--- src/rtl/lfrg_pkg.sv ---
package lfrg_pkg;

	localparam int FRAC_BITS = 16;
	localparam int TIME_BITS = 24;

	localparam int LVL_W = FRAC_BITS + 1;
	localparam int RATE_W = 16;
	localparam int DT_W = 16;
	localparam int RND_W = 16;
	localparam int INT_W = 16;
	localparam int PHASE_W = 2;

	// shift-add multiplier: wide operand a, 16-bit operand b consumed one bit a cycle
	localparam int MUL_B_W = 16;
	localparam int MUL_A_W = (TIME_BITS > LVL_W) ? TIME_BITS : LVL_W;
	localparam int PROD_W = MUL_A_W + MUL_B_W;
	localparam int MUL_CNT_W = $clog2(MUL_B_W + 1);

	// ramp step = (rate * dt) << FRAC_BITS >> 24
	localparam int STEP_SHIFT = 24 - FRAC_BITS;
	localparam int STEP_W = RATE_W + DT_W - STEP_SHIFT;
	localparam int LVL_SUM_W = STEP_W + 1;

	localparam logic [LVL_W-1:0] ONE_LEVEL = LVL_W'(1) << FRAC_BITS;
	localparam logic [TIME_BITS-1:0] TIME_MAX = '1;

	localparam int CFG_AW = 5;
	localparam int CFG_DW = 32;
	localparam int TDATA_IN_W = 32;
	localparam int TDATA_OUT_W = 24;

	localparam logic [2:0] REG_ENABLE = 3'd0;
	localparam logic [2:0] REG_RATE = 3'd1;
	localparam logic [2:0] REG_MIN_DEPTH = 3'd2;
	localparam logic [2:0] REG_MAX_DEPTH = 3'd3;
	localparam logic [2:0] REG_MIN_WAIT = 3'd4;
	localparam logic [2:0] REG_MAX_WAIT = 3'd5;
	localparam logic [2:0] REG_BASE = 3'd6;

	localparam logic [PHASE_W-1:0] PH_WAIT = 2'd0;
	localparam logic [PHASE_W-1:0] PH_DIM = 2'd1;
	localparam logic [PHASE_W-1:0] PH_BRIGHT = 2'd2;

	typedef enum logic [3:0] {
		ST_IDLE,
		ST_DECIDE,
		ST_STEP_MUL,
		ST_INT_MUL,
		ST_WDRAW_MUL,
		ST_WAIT_UPD,
		ST_DDRAW_MUL,
		ST_DONE
	} state_t;

	typedef enum logic [1:0] {
		MUL_STEP,
		MUL_INT,
		MUL_WAIT,
		MUL_DEPTH
	} mul_sel_t;

endpackage

--- src/rtl/light_flicker_ramp_generator_unit.sv ---
// light flicker ramp generator
// input stream: one beat per time tick, s_tdata = {random_fraction, delta_time}.
// output stream: one beat per input beat, m_tdata = {phase, intensity}, m_tuser marks
// a tick that set a new ramp intensity.
// configuration registers sit on the apb port at byte address 4*index; the user must
// make writes only while no tick is in flight; the block does not enforce it. a
// disabled tick goes from decide to done; a waiting tick makes any pending wait draw,
// updates the elapsed time and draws a depth when the wait ends; a ramp tick computes
// the step and scales the intensity, and the tick that ends brightening also draws
// the next wait. the result beat becomes valid in the same cycle that the next tick
// can be taken. every product goes through one shift-add multiplier that takes one
// bit of its 16-bit operand per cycle, and the draws, the ramp step and the intensity
// scaling take turns on it. one tick is worked on at a time; s_tready is high only
// between ticks. a finished beat waits in the output register while the next tick is
// taken, and a stalled receiver holds the block before the next result is written.
// reset clears the flicker machine to waiting with a wait draw pending and loads the
// register defaults; the block is disabled after reset.
module light_flicker_ramp_generator_unit (
	input  logic clk,
	input  logic arst_n,
	input  logic s_tvalid,
	output logic s_tready,
	input  logic [lfrg_pkg::TDATA_IN_W-1:0] s_tdata,   // delta_time, random_fraction
	output logic m_tvalid,
	input  logic m_tready,
	output logic [lfrg_pkg::TDATA_OUT_W-1:0] m_tdata,  // intensity, phase, zero pad
	output logic m_tuser,                                // intensity_valid
	input  logic psel,
	input  logic penable,
	input  logic pwrite,
	input  logic [lfrg_pkg::CFG_AW-1:0] paddr,
	input  logic [lfrg_pkg::CFG_DW-1:0] pwdata,
	output logic [lfrg_pkg::CFG_DW-1:0] prdata,
	output logic pready
);

	lfrg_pkg::state_t state_q, state_nx;

	// configuration
	logic enable_q;
	logic [lfrg_pkg::RATE_W-1:0] rate_q;
	logic [lfrg_pkg::LVL_W-1:0] min_depth_q, max_depth_q;
	logic [lfrg_pkg::TIME_BITS-1:0] min_wait_q, max_wait_q;
	logic [lfrg_pkg::INT_W-1:0] base_q;

	// flicker state
	logic [lfrg_pkg::PHASE_W-1:0] phase_q;
	logic [lfrg_pkg::TIME_BITS-1:0] elapsed_q, wait_target_q;
	logic [lfrg_pkg::LVL_W-1:0] level_q, depth_q;
	logic draw_pending_q;
	logic ramp_end_q;

	// tick and result
	logic [lfrg_pkg::DT_W-1:0] dt_q;
	logic [lfrg_pkg::RND_W-1:0] rnd_q;
	logic [lfrg_pkg::INT_W-1:0] res_int_q;
	logic res_flag_q;
	logic m_tvalid_q;
	logic [lfrg_pkg::INT_W-1:0] m_int_q;
	logic [lfrg_pkg::PHASE_W-1:0] m_phase_q;
	logic m_flag_q;

	// multiplier
	logic [lfrg_pkg::MUL_A_W-1:0] mul_a_q, mul_a_in;
	logic [lfrg_pkg::MUL_A_W-1:0] mul_hi_q;
	logic [lfrg_pkg::MUL_B_W-1:0] mul_lo_q, mul_b_in;
	logic [lfrg_pkg::MUL_CNT_W-1:0] mul_cnt_q;
	logic [lfrg_pkg::MUL_A_W:0] mul_sum;
	logic [lfrg_pkg::PROD_W-1:0] prod;
	logic mul_done;
	logic mul_start;
	lfrg_pkg::mul_sel_t mul_sel;
	logic res_load;

	logic cfg_wr;
	logic [2:0] cfg_idx;
	logic ramping;

	// draws
	logic wait_ge, depth_ge;
	logic [lfrg_pkg::TIME_BITS-1:0] wait_diff, wait_draw;
	logic [lfrg_pkg::LVL_W-1:0] depth_diff, depth_draw, depth_sat;

	// level update
	logic [lfrg_pkg::STEP_W-1:0] step;
	logic [lfrg_pkg::LVL_SUM_W-1:0] lvl_ext, step_ext, lvl_raw, lvl_clamp;
	logic [lfrg_pkg::LVL_W-1:0] level_next;

	// wait update
	logic [lfrg_pkg::TIME_BITS:0] elapsed_sum;
	logic [lfrg_pkg::TIME_BITS-1:0] elapsed_next;
	logic wait_hit;

	assign cfg_wr = psel & penable & pwrite & pready;
	assign cfg_idx = paddr[4:2];
	assign pready = 1'b1;

	always_comb begin
		case (cfg_idx)
			lfrg_pkg::REG_ENABLE: prdata = lfrg_pkg::CFG_DW'(enable_q);
			lfrg_pkg::REG_RATE: prdata = lfrg_pkg::CFG_DW'(rate_q);
			lfrg_pkg::REG_MIN_DEPTH: prdata = lfrg_pkg::CFG_DW'(min_depth_q);
			lfrg_pkg::REG_MAX_DEPTH: prdata = lfrg_pkg::CFG_DW'(max_depth_q);
			lfrg_pkg::REG_MIN_WAIT: prdata = lfrg_pkg::CFG_DW'(min_wait_q);
			lfrg_pkg::REG_MAX_WAIT: prdata = lfrg_pkg::CFG_DW'(max_wait_q);
			lfrg_pkg::REG_BASE: prdata = lfrg_pkg::CFG_DW'(base_q);
			default: prdata = '0;
		endcase
	end

	assign s_tready = (state_q == lfrg_pkg::ST_IDLE);
	assign m_tvalid = m_tvalid_q;
	assign m_tdata = {{(lfrg_pkg::TDATA_OUT_W - lfrg_pkg::INT_W - lfrg_pkg::PHASE_W){1'b0}},
		m_phase_q, m_int_q};
	assign m_tuser = m_flag_q;

	assign ramping = (phase_q == lfrg_pkg::PH_DIM) || (phase_q == lfrg_pkg::PH_BRIGHT);

	// multiplier datapath
	assign mul_done = (mul_cnt_q == '0);
	assign mul_sum = {1'b0, mul_hi_q} + (mul_lo_q[0] ? {1'b0, mul_a_q} : '0);
	assign prod = {mul_hi_q, mul_lo_q};

	// draws: lo + ((hi - lo) * r >> 16), toward lo when bounds are reversed
	assign wait_ge = (max_wait_q >= min_wait_q);
	assign wait_diff = wait_ge ? (max_wait_q - min_wait_q) : (min_wait_q - max_wait_q);
	assign wait_draw = wait_ge ? (min_wait_q + mul_hi_q[lfrg_pkg::TIME_BITS-1:0])
		: (min_wait_q - mul_hi_q[lfrg_pkg::TIME_BITS-1:0]);
	assign depth_ge = (max_depth_q >= min_depth_q);
	assign depth_diff = depth_ge ? (max_depth_q - min_depth_q) : (min_depth_q - max_depth_q);
	assign depth_draw = depth_ge ? (min_depth_q + mul_hi_q[lfrg_pkg::LVL_W-1:0])
		: (min_depth_q - mul_hi_q[lfrg_pkg::LVL_W-1:0]);
	assign depth_sat = (depth_draw > lfrg_pkg::ONE_LEVEL) ? lfrg_pkg::ONE_LEVEL : depth_draw;

	// level ramp with clamp to [depth, one]
	assign step = prod[lfrg_pkg::STEP_SHIFT +: lfrg_pkg::STEP_W];
	assign lvl_ext = lfrg_pkg::LVL_SUM_W'(level_q);
	assign step_ext = lfrg_pkg::LVL_SUM_W'(step);

	always_comb begin
		if (phase_q == lfrg_pkg::PH_DIM) begin
			lvl_raw = (lvl_ext > step_ext) ? (lvl_ext - step_ext) : '0;
		end else begin
			lvl_raw = lvl_ext + step_ext;
		end
		lvl_clamp = lvl_raw;
		if (lvl_clamp < lfrg_pkg::LVL_SUM_W'(depth_q)) begin
			lvl_clamp = lfrg_pkg::LVL_SUM_W'(depth_q);
		end
		if (lvl_clamp > lfrg_pkg::LVL_SUM_W'(lfrg_pkg::ONE_LEVEL)) begin
			lvl_clamp = lfrg_pkg::LVL_SUM_W'(lfrg_pkg::ONE_LEVEL);
		end
		level_next = lvl_clamp[lfrg_pkg::LVL_W-1:0];
	end

	assign elapsed_sum = {1'b0, elapsed_q} + (lfrg_pkg::TIME_BITS + 1)'(dt_q);
	assign elapsed_next = elapsed_sum[lfrg_pkg::TIME_BITS] ? lfrg_pkg::TIME_MAX
		: elapsed_sum[lfrg_pkg::TIME_BITS-1:0];
	assign wait_hit = (elapsed_next >= wait_target_q);

	always_comb begin
		case (mul_sel)
			lfrg_pkg::MUL_STEP: begin
				mul_a_in = lfrg_pkg::MUL_A_W'(rate_q);
				mul_b_in = dt_q;
			end
			lfrg_pkg::MUL_INT: begin
				mul_a_in = lfrg_pkg::MUL_A_W'(level_next);
				mul_b_in = base_q;
			end
			lfrg_pkg::MUL_WAIT: begin
				mul_a_in = lfrg_pkg::MUL_A_W'(wait_diff);
				mul_b_in = rnd_q;
			end
			default: begin
				mul_a_in = lfrg_pkg::MUL_A_W'(depth_diff);
				mul_b_in = rnd_q;
			end
		endcase
	end

	// next state
	always_comb begin
		state_nx = state_q;
		case (state_q)
			lfrg_pkg::ST_IDLE: if (s_tvalid) state_nx = lfrg_pkg::ST_DECIDE;
			lfrg_pkg::ST_DECIDE: begin
				if (!enable_q) state_nx = lfrg_pkg::ST_DONE;
				else if (ramping) state_nx = lfrg_pkg::ST_STEP_MUL;
				else if (draw_pending_q) state_nx = lfrg_pkg::ST_WDRAW_MUL;
				else state_nx = lfrg_pkg::ST_WAIT_UPD;
			end
			lfrg_pkg::ST_STEP_MUL: if (mul_done) state_nx = lfrg_pkg::ST_INT_MUL;
			lfrg_pkg::ST_INT_MUL: begin
				if (mul_done) begin
					state_nx = ramp_end_q ? lfrg_pkg::ST_WDRAW_MUL : lfrg_pkg::ST_DONE;
				end
			end
			lfrg_pkg::ST_WDRAW_MUL: begin
				if (mul_done) begin
					state_nx = ramp_end_q ? lfrg_pkg::ST_DONE : lfrg_pkg::ST_WAIT_UPD;
				end
			end
			lfrg_pkg::ST_WAIT_UPD: begin
				state_nx = wait_hit ? lfrg_pkg::ST_DDRAW_MUL : lfrg_pkg::ST_DONE;
			end
			lfrg_pkg::ST_DDRAW_MUL: if (mul_done) state_nx = lfrg_pkg::ST_DONE;
			lfrg_pkg::ST_DONE: if (res_load) state_nx = lfrg_pkg::ST_IDLE;
			default: state_nx = lfrg_pkg::ST_IDLE;
		endcase
	end

	// control outputs
	always_comb begin
		mul_start = 1'b0;
		mul_sel = lfrg_pkg::MUL_STEP;
		res_load = 1'b0;
		case (state_q)
			lfrg_pkg::ST_DECIDE: begin
				if (enable_q && ramping) begin
					mul_start = 1'b1;
					mul_sel = lfrg_pkg::MUL_STEP;
				end else if (enable_q && draw_pending_q) begin
					mul_start = 1'b1;
					mul_sel = lfrg_pkg::MUL_WAIT;
				end
			end
			lfrg_pkg::ST_STEP_MUL: begin
				mul_start = mul_done;
				mul_sel = lfrg_pkg::MUL_INT;
			end
			lfrg_pkg::ST_INT_MUL: begin
				mul_start = mul_done && ramp_end_q;
				mul_sel = lfrg_pkg::MUL_WAIT;
			end
			lfrg_pkg::ST_WAIT_UPD: begin
				mul_start = wait_hit;
				mul_sel = lfrg_pkg::MUL_DEPTH;
			end
			lfrg_pkg::ST_DONE: res_load = !m_tvalid_q || m_tready;
			default: begin
				mul_start = 1'b0;
			end
		endcase
	end

	always_ff @(posedge clk or negedge arst_n) begin
		if (!arst_n) begin
			state_q <= lfrg_pkg::ST_IDLE;
			mul_a_q <= '0;
			mul_hi_q <= '0;
			mul_lo_q <= '0;
			mul_cnt_q <= '0;
		end else begin
			state_q <= state_nx;
			if (mul_start) begin
				mul_a_q <= mul_a_in;
				mul_hi_q <= '0;
				mul_lo_q <= mul_b_in;
				mul_cnt_q <= lfrg_pkg::MUL_CNT_W'(lfrg_pkg::MUL_B_W);
			end else if (!mul_done) begin
				mul_hi_q <= mul_sum[lfrg_pkg::MUL_A_W:1];
				mul_lo_q <= {mul_sum[0], mul_lo_q[lfrg_pkg::MUL_B_W-1:1]};
				mul_cnt_q <= mul_cnt_q - 1'b1;
			end
		end
	end

	always_ff @(posedge clk or negedge arst_n) begin
		if (!arst_n) begin
			enable_q <= 1'b0;
			rate_q <= lfrg_pkg::RATE_W'(2048);
			min_depth_q <= '0;
			max_depth_q <= lfrg_pkg::LVL_W'(52429);
			min_wait_q <= lfrg_pkg::TIME_BITS'(19661);
			max_wait_q <= lfrg_pkg::TIME_BITS'(32768);
			base_q <= '0;
			phase_q <= lfrg_pkg::PH_WAIT;
			elapsed_q <= '0;
			wait_target_q <= '0;
			level_q <= '0;
			depth_q <= '0;
			draw_pending_q <= 1'b1;
			ramp_end_q <= 1'b0;
			dt_q <= '0;
			rnd_q <= '0;
			res_int_q <= '0;
			res_flag_q <= 1'b0;
			m_tvalid_q <= 1'b0;
			m_int_q <= '0;
			m_phase_q <= '0;
			m_flag_q <= 1'b0;
		end else begin
			if (cfg_wr) begin
				case (cfg_idx)
					lfrg_pkg::REG_ENABLE: begin
						enable_q <= pwdata[0];
						// enabling restarts the wait with a fresh draw
						if (pwdata[0]) begin
							phase_q <= lfrg_pkg::PH_WAIT;
							elapsed_q <= '0;
							draw_pending_q <= 1'b1;
						end
					end
					lfrg_pkg::REG_RATE: rate_q <= pwdata[lfrg_pkg::RATE_W-1:0];
					lfrg_pkg::REG_MIN_DEPTH: min_depth_q <= pwdata[lfrg_pkg::LVL_W-1:0];
					lfrg_pkg::REG_MAX_DEPTH: max_depth_q <= pwdata[lfrg_pkg::LVL_W-1:0];
					lfrg_pkg::REG_MIN_WAIT: min_wait_q <= pwdata[lfrg_pkg::TIME_BITS-1:0];
					lfrg_pkg::REG_MAX_WAIT: max_wait_q <= pwdata[lfrg_pkg::TIME_BITS-1:0];
					lfrg_pkg::REG_BASE: base_q <= pwdata[lfrg_pkg::INT_W-1:0];
					default: begin
						enable_q <= enable_q;
					end
				endcase
			end

			if (s_tvalid && s_tready) begin
				dt_q <= s_tdata[lfrg_pkg::DT_W-1:0];
				rnd_q <= s_tdata[lfrg_pkg::DT_W +: lfrg_pkg::RND_W];
			end

			case (state_q)
				lfrg_pkg::ST_DECIDE: begin
					res_int_q <= base_q;
					res_flag_q <= 1'b0;
					ramp_end_q <= 1'b0;
					if (enable_q && !ramping) phase_q <= lfrg_pkg::PH_WAIT;
				end
				lfrg_pkg::ST_STEP_MUL: begin
					if (mul_done) begin
						level_q <= level_next;
						if (phase_q == lfrg_pkg::PH_DIM) begin
							if (level_next <= depth_q) phase_q <= lfrg_pkg::PH_BRIGHT;
						end else if (level_next >= lfrg_pkg::ONE_LEVEL) begin
							phase_q <= lfrg_pkg::PH_WAIT;
							elapsed_q <= '0;
							ramp_end_q <= 1'b1;
						end
					end
				end
				lfrg_pkg::ST_INT_MUL: begin
					if (mul_done) begin
						res_int_q <= prod[lfrg_pkg::FRAC_BITS +: lfrg_pkg::INT_W];
						res_flag_q <= 1'b1;
					end
				end
				lfrg_pkg::ST_WDRAW_MUL: begin
					if (mul_done) begin
						wait_target_q <= wait_draw;
						draw_pending_q <= 1'b0;
					end
				end
				lfrg_pkg::ST_WAIT_UPD: begin
					elapsed_q <= elapsed_next;
					if (wait_hit) phase_q <= lfrg_pkg::PH_DIM;
				end
				lfrg_pkg::ST_DDRAW_MUL: begin
					if (mul_done) depth_q <= depth_sat;
				end
				default: begin
					ramp_end_q <= ramp_end_q;
				end
			endcase

			if (res_load) begin
				m_tvalid_q <= 1'b1;
				m_int_q <= res_int_q;
				m_phase_q <= phase_q;
				m_flag_q <= res_flag_q;
			end else if (m_tready) begin
				m_tvalid_q <= 1'b0;
			end
		end
	end

`ifndef ASSERT_OFF
	a_level_range: assert property (@(posedge clk) disable iff (!arst_n)
		level_q <= lfrg_pkg::ONE_LEVEL)
		else $error("level above one");

	a_depth_range: assert property (@(posedge clk) disable iff (!arst_n)
		depth_q <= lfrg_pkg::ONE_LEVEL)
		else $error("depth target above one");

	a_mul_hold: assert property (@(posedge clk) disable iff (!arst_n)
		(!mul_done && state_q != lfrg_pkg::ST_IDLE) |=> (state_q == $past(state_q)))
		else $error("state left while multiplier busy");

	a_draw_clears: assert property (@(posedge clk) disable iff (!arst_n)
		(state_q == lfrg_pkg::ST_WDRAW_MUL && mul_done && !cfg_wr) |=> !draw_pending_q)
		else $error("wait draw left pending");
`endif

endmodule

--- config.mk ---
export PLATFORM = sky130hd
export DESIGN_NAME = light_flicker_ramp_generator_unit
export DESIGN_NICKNAME = d
export VERILOG_FILES = /design/src/rtl/lfrg_pkg.sv /design/src/rtl/light_flicker_ramp_generator_unit.sv
export SDC_FILE = /design/constraint.sdc
export NUM_CORES = 1
export LEC_CHECK = 0
export BUFFER_PORTS_ARGS = -buffer_cell sky130_fd_sc_hd__buf_2
export CAP_MARGIN = 40
export CORE_UTILIZATION = 54
export DETAILED_ROUTE_END_ITERATION = 16
export PLACE_DENSITY = 0.76
export REMOVE_ABC_BUFFERS = 1
export SETUP_SLACK_MARGIN = 0.2
export SLEW_MARGIN = 20
export SYNTH_ARGS = -nofsm -noshare
export SYNTH_HDL_FRONTEND = slang
export SYNTH_SLANG_ARGS = --single-unit
--- constraint.sdc ---
create_clock -name clk -period 9.8 [get_ports clk]
set_input_delay 1.96 -clock clk [delete_from_list [all_inputs] [get_ports clk]]
set_output_delay 1.96 -clock clk [all_outputs]
set_load 0.02 [all_outputs]
==> impl_metrics.xml, run 1 <==
<?xml version="1.0" encoding="UTF-8"?>
<metrics>
  <group name="synthesis">
    <metric name="synth_xor_xnor_area_share" unit="%">4.57</metric>
    <metric name="combinational_family_with_the_most_area_after_synthesis" unit="">compound AO/OA/AOI/OAI gates</metric>
    <metric name="synth.largest_area_cell" unit="">dfrtp_1</metric>
    <metric name="synth_top_cells_by_count" unit="">nand2_1, dfrtp_1, a21oi_1</metric>
    <metric name="synth_top_area_cells" unit="">dfrtp_1, ha_1, mux2_2</metric>
    <metric name="synth_enable_flop_cells" unit="">0</metric>
    <metric name="register_bit_count_reported_by_yosys" unit="">342</metric>
    <metric name="synth-async-reset-ratio" unit="%">100</metric>
    <metric name="ys.flop_type" unit="">dfrtp_1</metric>
    <metric name="synth-seq-area-share" unit="%">30.7</metric>
    <metric name="synth_compound_gate_area_share" unit="%">23.0</metric>
    <metric name="synthesis.yosys.warnings" unit="">0</metric>
    <metric name="synthesis.area_per_instance" unit="um^2">8.50</metric>
    <metric name="syn-cell-area" unit="um^2">28000</metric>
    <metric name="synth_top_area_share" unit="%">28.8</metric>
    <metric name="synthAdderAreaFrac" unit="%">12.0</metric>
    <metric name="synthDistinctLibCells" unit="">102</metric>
    <metric name="synth.mux.area_fraction" unit="%">7.66</metric>
    <metric name="syn_inst" unit="">3289</metric>
    <metric name="share_of_synthesized_cell_area_in_and_or_nand_and_nor_gates" unit="%">16.3</metric>
    <metric name="most_common_cell_in_the_synthesized_netlist" unit="">nand2_1</metric>
  </group>
  <group name="outcome">
    <metric name="run_status" unit="">finished, final reports clean</metric>
  </group>
  <group name="setup_path">
    <metric name="crit_type" unit="">register to register</metric>
    <metric name="worstSetupEndpointType" unit="">register</metric>
    <metric name="critPathMaxStageDelay" unit="ns">0.68</metric>
    <metric name="crit-reg2reg-capture" unit="">phase_q[0]</metric>
    <metric name="setup.worst_path.start" unit="">mul_hi_q[5]</metric>
    <metric name="cp_data_required_time" unit="ns">10.25</metric>
    <metric name="worst-endpoint-arrival" unit="ns">9.06</metric>
    <metric name="cpLargestDelayFamily" unit="">compound AO/OA/AOI/OAI gates</metric>
    <metric name="worstReg2RegStart" unit="">mul_hi_q[5]</metric>
    <metric name="cp_max_fo" unit="">19</metric>
    <metric name="setup.worst_path.end" unit="">phase_q[0]</metric>
    <metric name="cp_num_cells" unit="">31</metric>
    <metric name="cp_max_delay_cell" unit="">o21a_1</metric>
    <metric name="ff2ff_setup_slack" unit="ns">1.19</metric>
    <metric name="worst_path_most_repeated_cell" unit="">o21a_1</metric>
    <metric name="crit_buf_inv" unit="">3</metric>
    <metric name="critPathLaunchType" unit="">register</metric>
    <metric name="ff2ff_path_depth" unit="">31</metric>
  </group>
  <group name="sta">
    <metric name="post-route-min-period" unit="ns">8.61</metric>
    <metric name="period_utilization_post_route" unit="%">87.8</metric>
    <metric name="clock.fmax" unit="MHz">116</metric>
    <metric name="unrepaired_setup_endpoints_after_global_routing" unit="">false</metric>
    <metric name="fin_setup_tns" unit="ns">0</metric>
    <metric name="worst_slew_margin_rel" unit="%">35.3</metric>
    <metric name="timing.final.max_slew_violations" unit="">0</metric>
    <metric name="hold_viol" unit="">0</metric>
    <metric name="hold-worst-slack" unit="ns">0.463</metric>
    <metric name="setup_viol" unit="">0</metric>
    <metric name="clock_skew" unit="ns">0.0199</metric>
    <metric name="worst_slew_pin_slew" unit="ns">0.967</metric>
  </group>
  <group name="hold_path">
    <metric name="hold_class" unit="">register to register</metric>
  </group>
  <group name="cells_and_area">
    <metric name="multiInputGateArea" unit="um^2">17900</metric>
    <metric name="areaGrowthSynthToFinish" unit="%">9.03</metric>
    <metric name="post_route_cells_drive_above_1_share" unit="%">13.8</metric>
    <metric name="area.sequential" unit="um^2">8580</metric>
    <metric name="layout.nets" unit="">3665</metric>
    <metric name="layout.filler_cells" unit="">4497</metric>
    <metric name="insertedDiodeCount" unit="">0</metric>
  </group>
  <group name="place">
    <metric name="gp_congestion" unit="">1.03</metric>
    <metric name="hpwlAfterDp" unit="mm">70.9</metric>
    <metric name="numPortBuffers" unit="">110</metric>
  </group>
  <group name="clocking">
    <metric name="worst_skew_pair.late_latency" unit="ns">0.59</metric>
    <metric name="worst_setup_hold_path_clk_slew" unit="ns">0.06</metric>
    <metric name="ctsLongestPathBuffers" unit="">3</metric>
    <metric name="htreeDepth" unit="">2</metric>
    <metric name="tritoncts_num_sinks" unit="">342</metric>
    <metric name="cts_tree" unit="">done</metric>
    <metric name="holdBufCountCts" unit="">0</metric>
    <metric name="numCtsBuffers" unit="">40</metric>
    <metric name="cts_setup_buffers" unit="">0</metric>
    <metric name="post_cts.resized_instances" unit="">0</metric>
    <metric name="root_buffer" unit="">clkbuf_16</metric>
  </group>
  <group name="floorplanning">
    <metric name="initial_utilization" unit="%">54.6</metric>
    <metric name="fp.dieW" unit="um">230</metric>
    <metric name="io_pins" unit="">136</metric>
    <metric name="floorplan.core_area" unit="um^2">51200</metric>
    <metric name="die-area" unit="um^2">52700</metric>
    <metric name="chipHeight" unit="um">230</metric>
    <metric name="floorplan.rows" unit="">83</metric>
  </group>
  <group name="routing">
    <metric name="drt.antenna.violating_nets" unit="">0</metric>
    <metric name="remaining_drc_errors" unit="">0</metric>
    <metric name="num_vias" unit="">25900</metric>
    <metric name="drt-wirelength-per-cell" unit="um">23.0</metric>
    <metric name="drt-total-wl" unit="mm">92.9</metric>
    <metric name="drt-pass1-iter-count" unit="">8</metric>
    <metric name="post_drt_via_cell_ratio" unit="">6.42</metric>
    <metric name="first_drt_iteration_drcs" unit="">3165</metric>
  </group>
  <group name="power_and_ir_drop">
    <metric name="max-vdd-ir-drop" unit="mV">0.203</metric>
    <metric name="static-leakage-power" unit="nW">14.3</metric>
    <metric name="power.density" unit="nW/um^2">369</metric>
    <metric name="report.power.total" unit="mW">11.2</metric>
  </group>
  <group name="flow_run">
    <metric name="max_capacitance_violation_total" unit="">0</metric>
  </group>
  <group name="grt">
    <metric name="groute.usage.overall" unit="%">34.5</metric>
    <metric name="grt_first_pass_wirelength" unit="mm">141</metric>
    <metric name="first_global_vias" unit="">23600</metric>
    <metric name="grt_max_degree" unit="">126</metric>
    <metric name="grt.overflow.total" unit="">0</metric>
    <metric name="grt_antenna_before_repair" unit="">0</metric>
  </group>
</metrics>
[per-stage QoR]
stage / worst slack [ns] / instances / area, um^2 / util, %
after detailed placement: 1.36 / 3959 / 29100 / 56.8
after global routing: 0.692 / 4037 / 30500 / 59.6
after global placement: 1.48 / 3950 / 29000 / 56.6
after CTS: 1.36 / 4032 / 30400 / 59.4
final: 1.19 / 4037 / 30500 / 59.6
after floorplan: 2.68 / 3118 / 27200 / -
[sequential cells by signal, summed over array words and instances, names as in the netlist, 2 cells and up]
name / flops
base_q: 16
depth_q: 17
dt_q: 16
elapsed_q: 24
level_q: 17
m_int_q: 16
m_phase_q: 2
max_depth_q: 17
max_wait_q: 24
min_depth_q: 17
min_wait_q: 24
mul_a_q: 24
mul_cnt_q: 5
mul_hi_q: 24
mul_lo_q: 16
phase_q: 2
rate_q: 16
res_int_q: 16
rnd_q: 16
state_q: 3
wait_target_q: 24
[how the worst min path moves through the flow]
stage                startpoint     endpoint  slack (ns)  depth (start not counted)
finish              mul_a_q[23]  mul_a_q[23]        0.46                          2
global placement    mul_a_q[18]  mul_a_q[18]        0.45                          2
CTS                 mul_a_q[23]  mul_a_q[23]        0.47                          2
floorplan           mul_a_q[23]  mul_a_q[23]        0.44                          2
global route        mul_a_q[21]  mul_a_q[21]        0.50                          1
detailed placement  mul_a_q[23]  mul_a_q[23]        0.46                          2
[worst register-to-register path, delay by kind of cell (launching register included)]
family                     cells  cell delay, ns
AOI/OAI and AO/OA             19            4.60
and+or+nand+nor                6            1.68
adders and majority gates      3            1.06
buffers and inverters          3            0.62
DFF                            1            0.51
[cell usage in the layout (no fill, tap or decap), types with 22 or more instances in the layout]
cell type  netlist  layout
nand3_1         45      45
clkbuf_16        0      40
a211oi_1        46      46
or3_1           24      24
nor2b_1         40      40
nand2b_1        35      35
a31oi_1         51      50
inv_1          206     206
buf_2           12     109
o31ai_1         33      33
a22o_1          41      41
nor3_1          64      62
mux2i_1         51      51
ha_1           253     253
o21ai_0        194     194
dfrtp_1        322     322
nand2_1        374     374
o21a_1          25      25
and2_1          40      40
xnor2_1         97      97
a21o_1          74      73
a21oi_1        269     268
nor2_1         227     223
o21bai_1        24      24
mux2_2         142     142
o211ai_1        30      30
nand4_1         36      36
buf_4           21      42
xor2_1          49      49
and3_1          22      22
[cells by family (layout without fill, tap and decap cells)]
kind of cell / count (synthesis) / in the layout
buffers and inverters: 392 / 447
adder cells (fa/ha/maj): 263 / 263
AO/OA/AOI/OAI: 974 / 974
other: 2 / 15
multiplexers: 195 / 195
XOR/XNOR: 146 / 146
AND/OR/NAND/NOR: 975 / 975
flip-flops: 342 / 342
[cell type report]
class                      instances  share of cell area [%]
inverter                         208                    2.56
timing repair buffer             166                    3.54
clock inverter                    14                   0.521
multi-input combinational       2568                    58.6
clock buffer                      59                    3.81
sequential                       342                    28.1
tap                              680                    2.79
[power breakdown]
part | leakage [nW] | internal (mW) | total, mW | switching (mW)
registers | 4.22 | 1.93 | 2.52 | 0.591
logic | 9.46 | 2.81 | 7.19 | 4.38
clock network | 0.647 | 0.881 | 1.53 | 0.646
total | 14.3 | 5.63 | 11.2 | 5.61
[layer usage]
layer | vias up | global-route usage [%] | share of wire (%)
met5 | - | 0 | 0
met4 | 0 | 13.7 | 4.5
met3 | 242 | 6.05 | 9.9
met2 | 1326 | 51.4 | 43
met1 | 12500 | 49.3 | 43
li1 | 11800 | - | -
Power figures use the tool's default switching activity.
==> run 2, diff against run 1 <==
--- a/config.mk
+++ b/config.mk
@@ -16,3 +16,4 @@
 export SYNTH_ARGS = -nofsm -noshare
 export SYNTH_HDL_FRONTEND = slang
 export SYNTH_SLANG_ARGS = --single-unit
+export TNS_END_PERCENT = 10
==> constraint.sdc (replaced) <==
create_clock -name clk -period 9.8 [get_ports clk]
set_input_delay 0.98 -clock clk [delete_from_list [all_inputs] [get_ports clk]]
set_output_delay 0.98 -clock clk [all_outputs]
set_load 0.02 [all_outputs]
==> run 2 against run 1 <==
Net effect: first-iteration DRC count down 6.5%; utilization about the same; clock power about the same; wire length down 0.65%; setup slack better by 0.094 ns.
==> impl_metrics.xml, run 2 (synthesized netlist as in run 1, its figures left out) <==
<?xml version="1.0" encoding="UTF-8"?>
<metrics>
  <group name="clocking">
    <metric name="htreeDepth" unit="">2</metric>
    <metric name="numCtsBuffers" unit="">39</metric>
    <metric name="ctsLongestPathBuffers" unit="">3</metric>
    <metric name="worst_setup_hold_path_clk_slew" unit="ns">0.06</metric>
    <metric name="post_cts.resized_instances" unit="">0</metric>
    <metric name="tritoncts_num_sinks" unit="">342</metric>
    <metric name="cts_setup_buffers" unit="">0</metric>
    <metric name="holdBufCountCts" unit="">0</metric>
    <metric name="worst_skew_pair.late_latency" unit="ns">0.59</metric>
    <metric name="root_buffer" unit="">clkbuf_16</metric>
    <metric name="cts_tree" unit="">done</metric>
  </group>
  <group name="cells_and_area">
    <metric name="post_route_cells_drive_above_1_share" unit="%">13.8</metric>
    <metric name="areaGrowthSynthToFinish" unit="%">9.06</metric>
    <metric name="mostFrequentLayoutCells" unit="">nand2_1, dfrtp_1, a21oi_1, ha_1, nor2_1</metric>
    <metric name="mostFrequentLayoutCell" unit="">nand2_1</metric>
    <metric name="area.sequential" unit="um^2">8580</metric>
    <metric name="layout.filler_cells" unit="">4568</metric>
    <metric name="multiInputGateArea" unit="um^2">17900</metric>
    <metric name="layout.nets" unit="">3660</metric>
  </group>
  <group name="setup_path">
    <metric name="cp_max_delay_cell" unit="">a32oi_1</metric>
    <metric name="critPathMaxStageDelay" unit="ns">0.62</metric>
    <metric name="ff2ff_path_depth" unit="">31</metric>
    <metric name="worstReg2RegStart" unit="">mul_hi_q[1]</metric>
    <metric name="worst_path_most_repeated_cell" unit="">o21a_1</metric>
    <metric name="crit-reg2reg-capture" unit="">phase_q[0]</metric>
    <metric name="critPathLaunchType" unit="">register</metric>
    <metric name="worstSetupEndpointType" unit="">register</metric>
    <metric name="cpLargestDelayFamily" unit="">compound AO/OA/AOI/OAI gates</metric>
    <metric name="crit_type" unit="">register to register</metric>
    <metric name="cp_max_fo" unit="">19</metric>
    <metric name="worst-endpoint-arrival" unit="ns">8.95</metric>
    <metric name="crit_buf_inv" unit="">2</metric>
    <metric name="setup.worst_path.start" unit="">mul_hi_q[1]</metric>
    <metric name="ff2ff_setup_slack" unit="ns">1.29</metric>
    <metric name="cp_data_required_time" unit="ns">10.24</metric>
  </group>
  <group name="routing">
    <metric name="drt-wirelength-per-cell" unit="um">22.9</metric>
    <metric name="drt.antenna.violating_nets" unit="">0</metric>
    <metric name="post_drt_via_cell_ratio" unit="">6.36</metric>
    <metric name="drt-pass1-iter-count" unit="">6</metric>
    <metric name="num_vias" unit="">25700</metric>
    <metric name="first_drt_iteration_drcs" unit="">2959</metric>
    <metric name="drt-total-wl" unit="mm">92.3</metric>
    <metric name="remaining_drc_errors" unit="">0</metric>
  </group>
  <group name="place">
    <metric name="hpwlAfterDp" unit="mm">70.9</metric>
    <metric name="numPortBuffers" unit="">110</metric>
    <metric name="gp_congestion" unit="">1.04</metric>
  </group>
  <group name="flow_run">
    <metric name="max_capacitance_violation_total" unit="">0</metric>
  </group>
  <group name="sta">
    <metric name="timing.final.max_slew_violations" unit="">0</metric>
    <metric name="unrepaired_setup_endpoints_after_global_routing" unit="">false</metric>
    <metric name="worst_slew_pin_slew" unit="ns">0.910</metric>
    <metric name="hold-worst-slack" unit="ns">0.434</metric>
    <metric name="clock.fmax" unit="MHz">117</metric>
    <metric name="worst_slew_margin_rel" unit="%">38.6</metric>
    <metric name="clock_skew" unit="ns">0.0180</metric>
    <metric name="fin_setup_tns" unit="ns">0</metric>
    <metric name="hold_viol" unit="">0</metric>
    <metric name="setup_viol" unit="">0</metric>
    <metric name="period_utilization_post_route" unit="%">86.8</metric>
    <metric name="post-route-min-period" unit="ns">8.51</metric>
  </group>
  <group name="hold_path">
    <metric name="hold_class" unit="">input pin to asynchronous set/reset pin</metric>
  </group>
  <group name="grt">
    <metric name="grt_first_pass_wirelength" unit="mm">142</metric>
    <metric name="busiest_layer" unit="">met2</metric>
    <metric name="grt_antenna_before_repair" unit="">3</metric>
    <metric name="global_route.usage.met2" unit="%">52.0</metric>
    <metric name="first_global_vias" unit="">23900</metric>
    <metric name="gr-usage-met1" unit="%">48.7</metric>
    <metric name="groute.usage.overall" unit="%">34.7</metric>
    <metric name="gr-usage-met3" unit="%">6.71</metric>
    <metric name="grt.overflow.total" unit="">0</metric>
    <metric name="grt_max_degree" unit="">98</metric>
  </group>
  <group name="floorplanning">
    <metric name="chipHeight" unit="um">230</metric>
    <metric name="floorplan.core_area" unit="um^2">51200</metric>
    <metric name="fp.dieW" unit="um">230</metric>
    <metric name="io_pins" unit="">136</metric>
    <metric name="die-area" unit="um^2">52700</metric>
    <metric name="initial_utilization" unit="%">54.6</metric>
    <metric name="floorplan.rows" unit="">83</metric>
  </group>
  <group name="power_and_ir_drop">
    <metric name="static-leakage-power" unit="nW">14.3</metric>
    <metric name="power.density" unit="nW/um^2">369</metric>
    <metric name="max-vdd-ir-drop" unit="mV">0.189</metric>
  </group>
  <group name="outcome">
    <metric name="run_status" unit="">finished, final reports clean</metric>
  </group>
</metrics>
-- run 2: area by class of cell --
type                       instances  share of cell area, %
tap                              680                   2.79
timing repair buffer             162                   3.47
sequential                       342                   28.1
clock inverter                    16                  0.738
inverter                         208                   2.56
clock buffer                      54                   3.68
antenna                            1                0.00820
multi-input combinational       2568                   58.6
-- run 2: where the power goes --
group          leakage, nW  switching [mW]  internal (mW)
logic                 9.45            4.36           2.81
registers             4.22           0.586           1.93
clock network        0.656           0.640          0.913
total                 14.3            5.59           5.65
-- run 2: layer usage --
layer	wire length [um]	vias up
met1	39300	12300
met2	39700	1265
met3	9300	202
met4	4010	0
li1	-	11800
met5	0	-
-- run 2: worst max path at each step --
stage                 endpoint  slack, ns  cells past startpoint
detailed placement  phase_q[0]       1.36                     31
global placement    phase_q[0]       1.50                     31
global route        phase_q[0]       0.85                     31
CTS                 phase_q[0]       1.34                     31
floorplan           phase_q[0]       2.68                     27
finish              phase_q[0]       1.29                     31
-- run 2: stage by stage --
| step | total power [mW] | cells | setup slack (ns) | util, % | instance area (um^2) |
|---|---|---|---|---|---|
| 2_1_floorplan | 7.38 | 3118 | 2.68 | - | 27200 |
| 3_3_place_gp | 9.35 | 3946 | 1.50 | 56.5 | 28900 |
| 3_5_place_dp | 9.47 | 3955 | 1.36 | 56.8 | 29100 |
| 4_1_cts | 11.1 | 4025 | 1.34 | 59.4 | 30400 |
| 5_1_grt | 12.0 | 4030 | 0.846 | 59.6 | 30500 |
| 6_report | 11.2 | 4031 | 1.29 | 59.6 | 30500 |
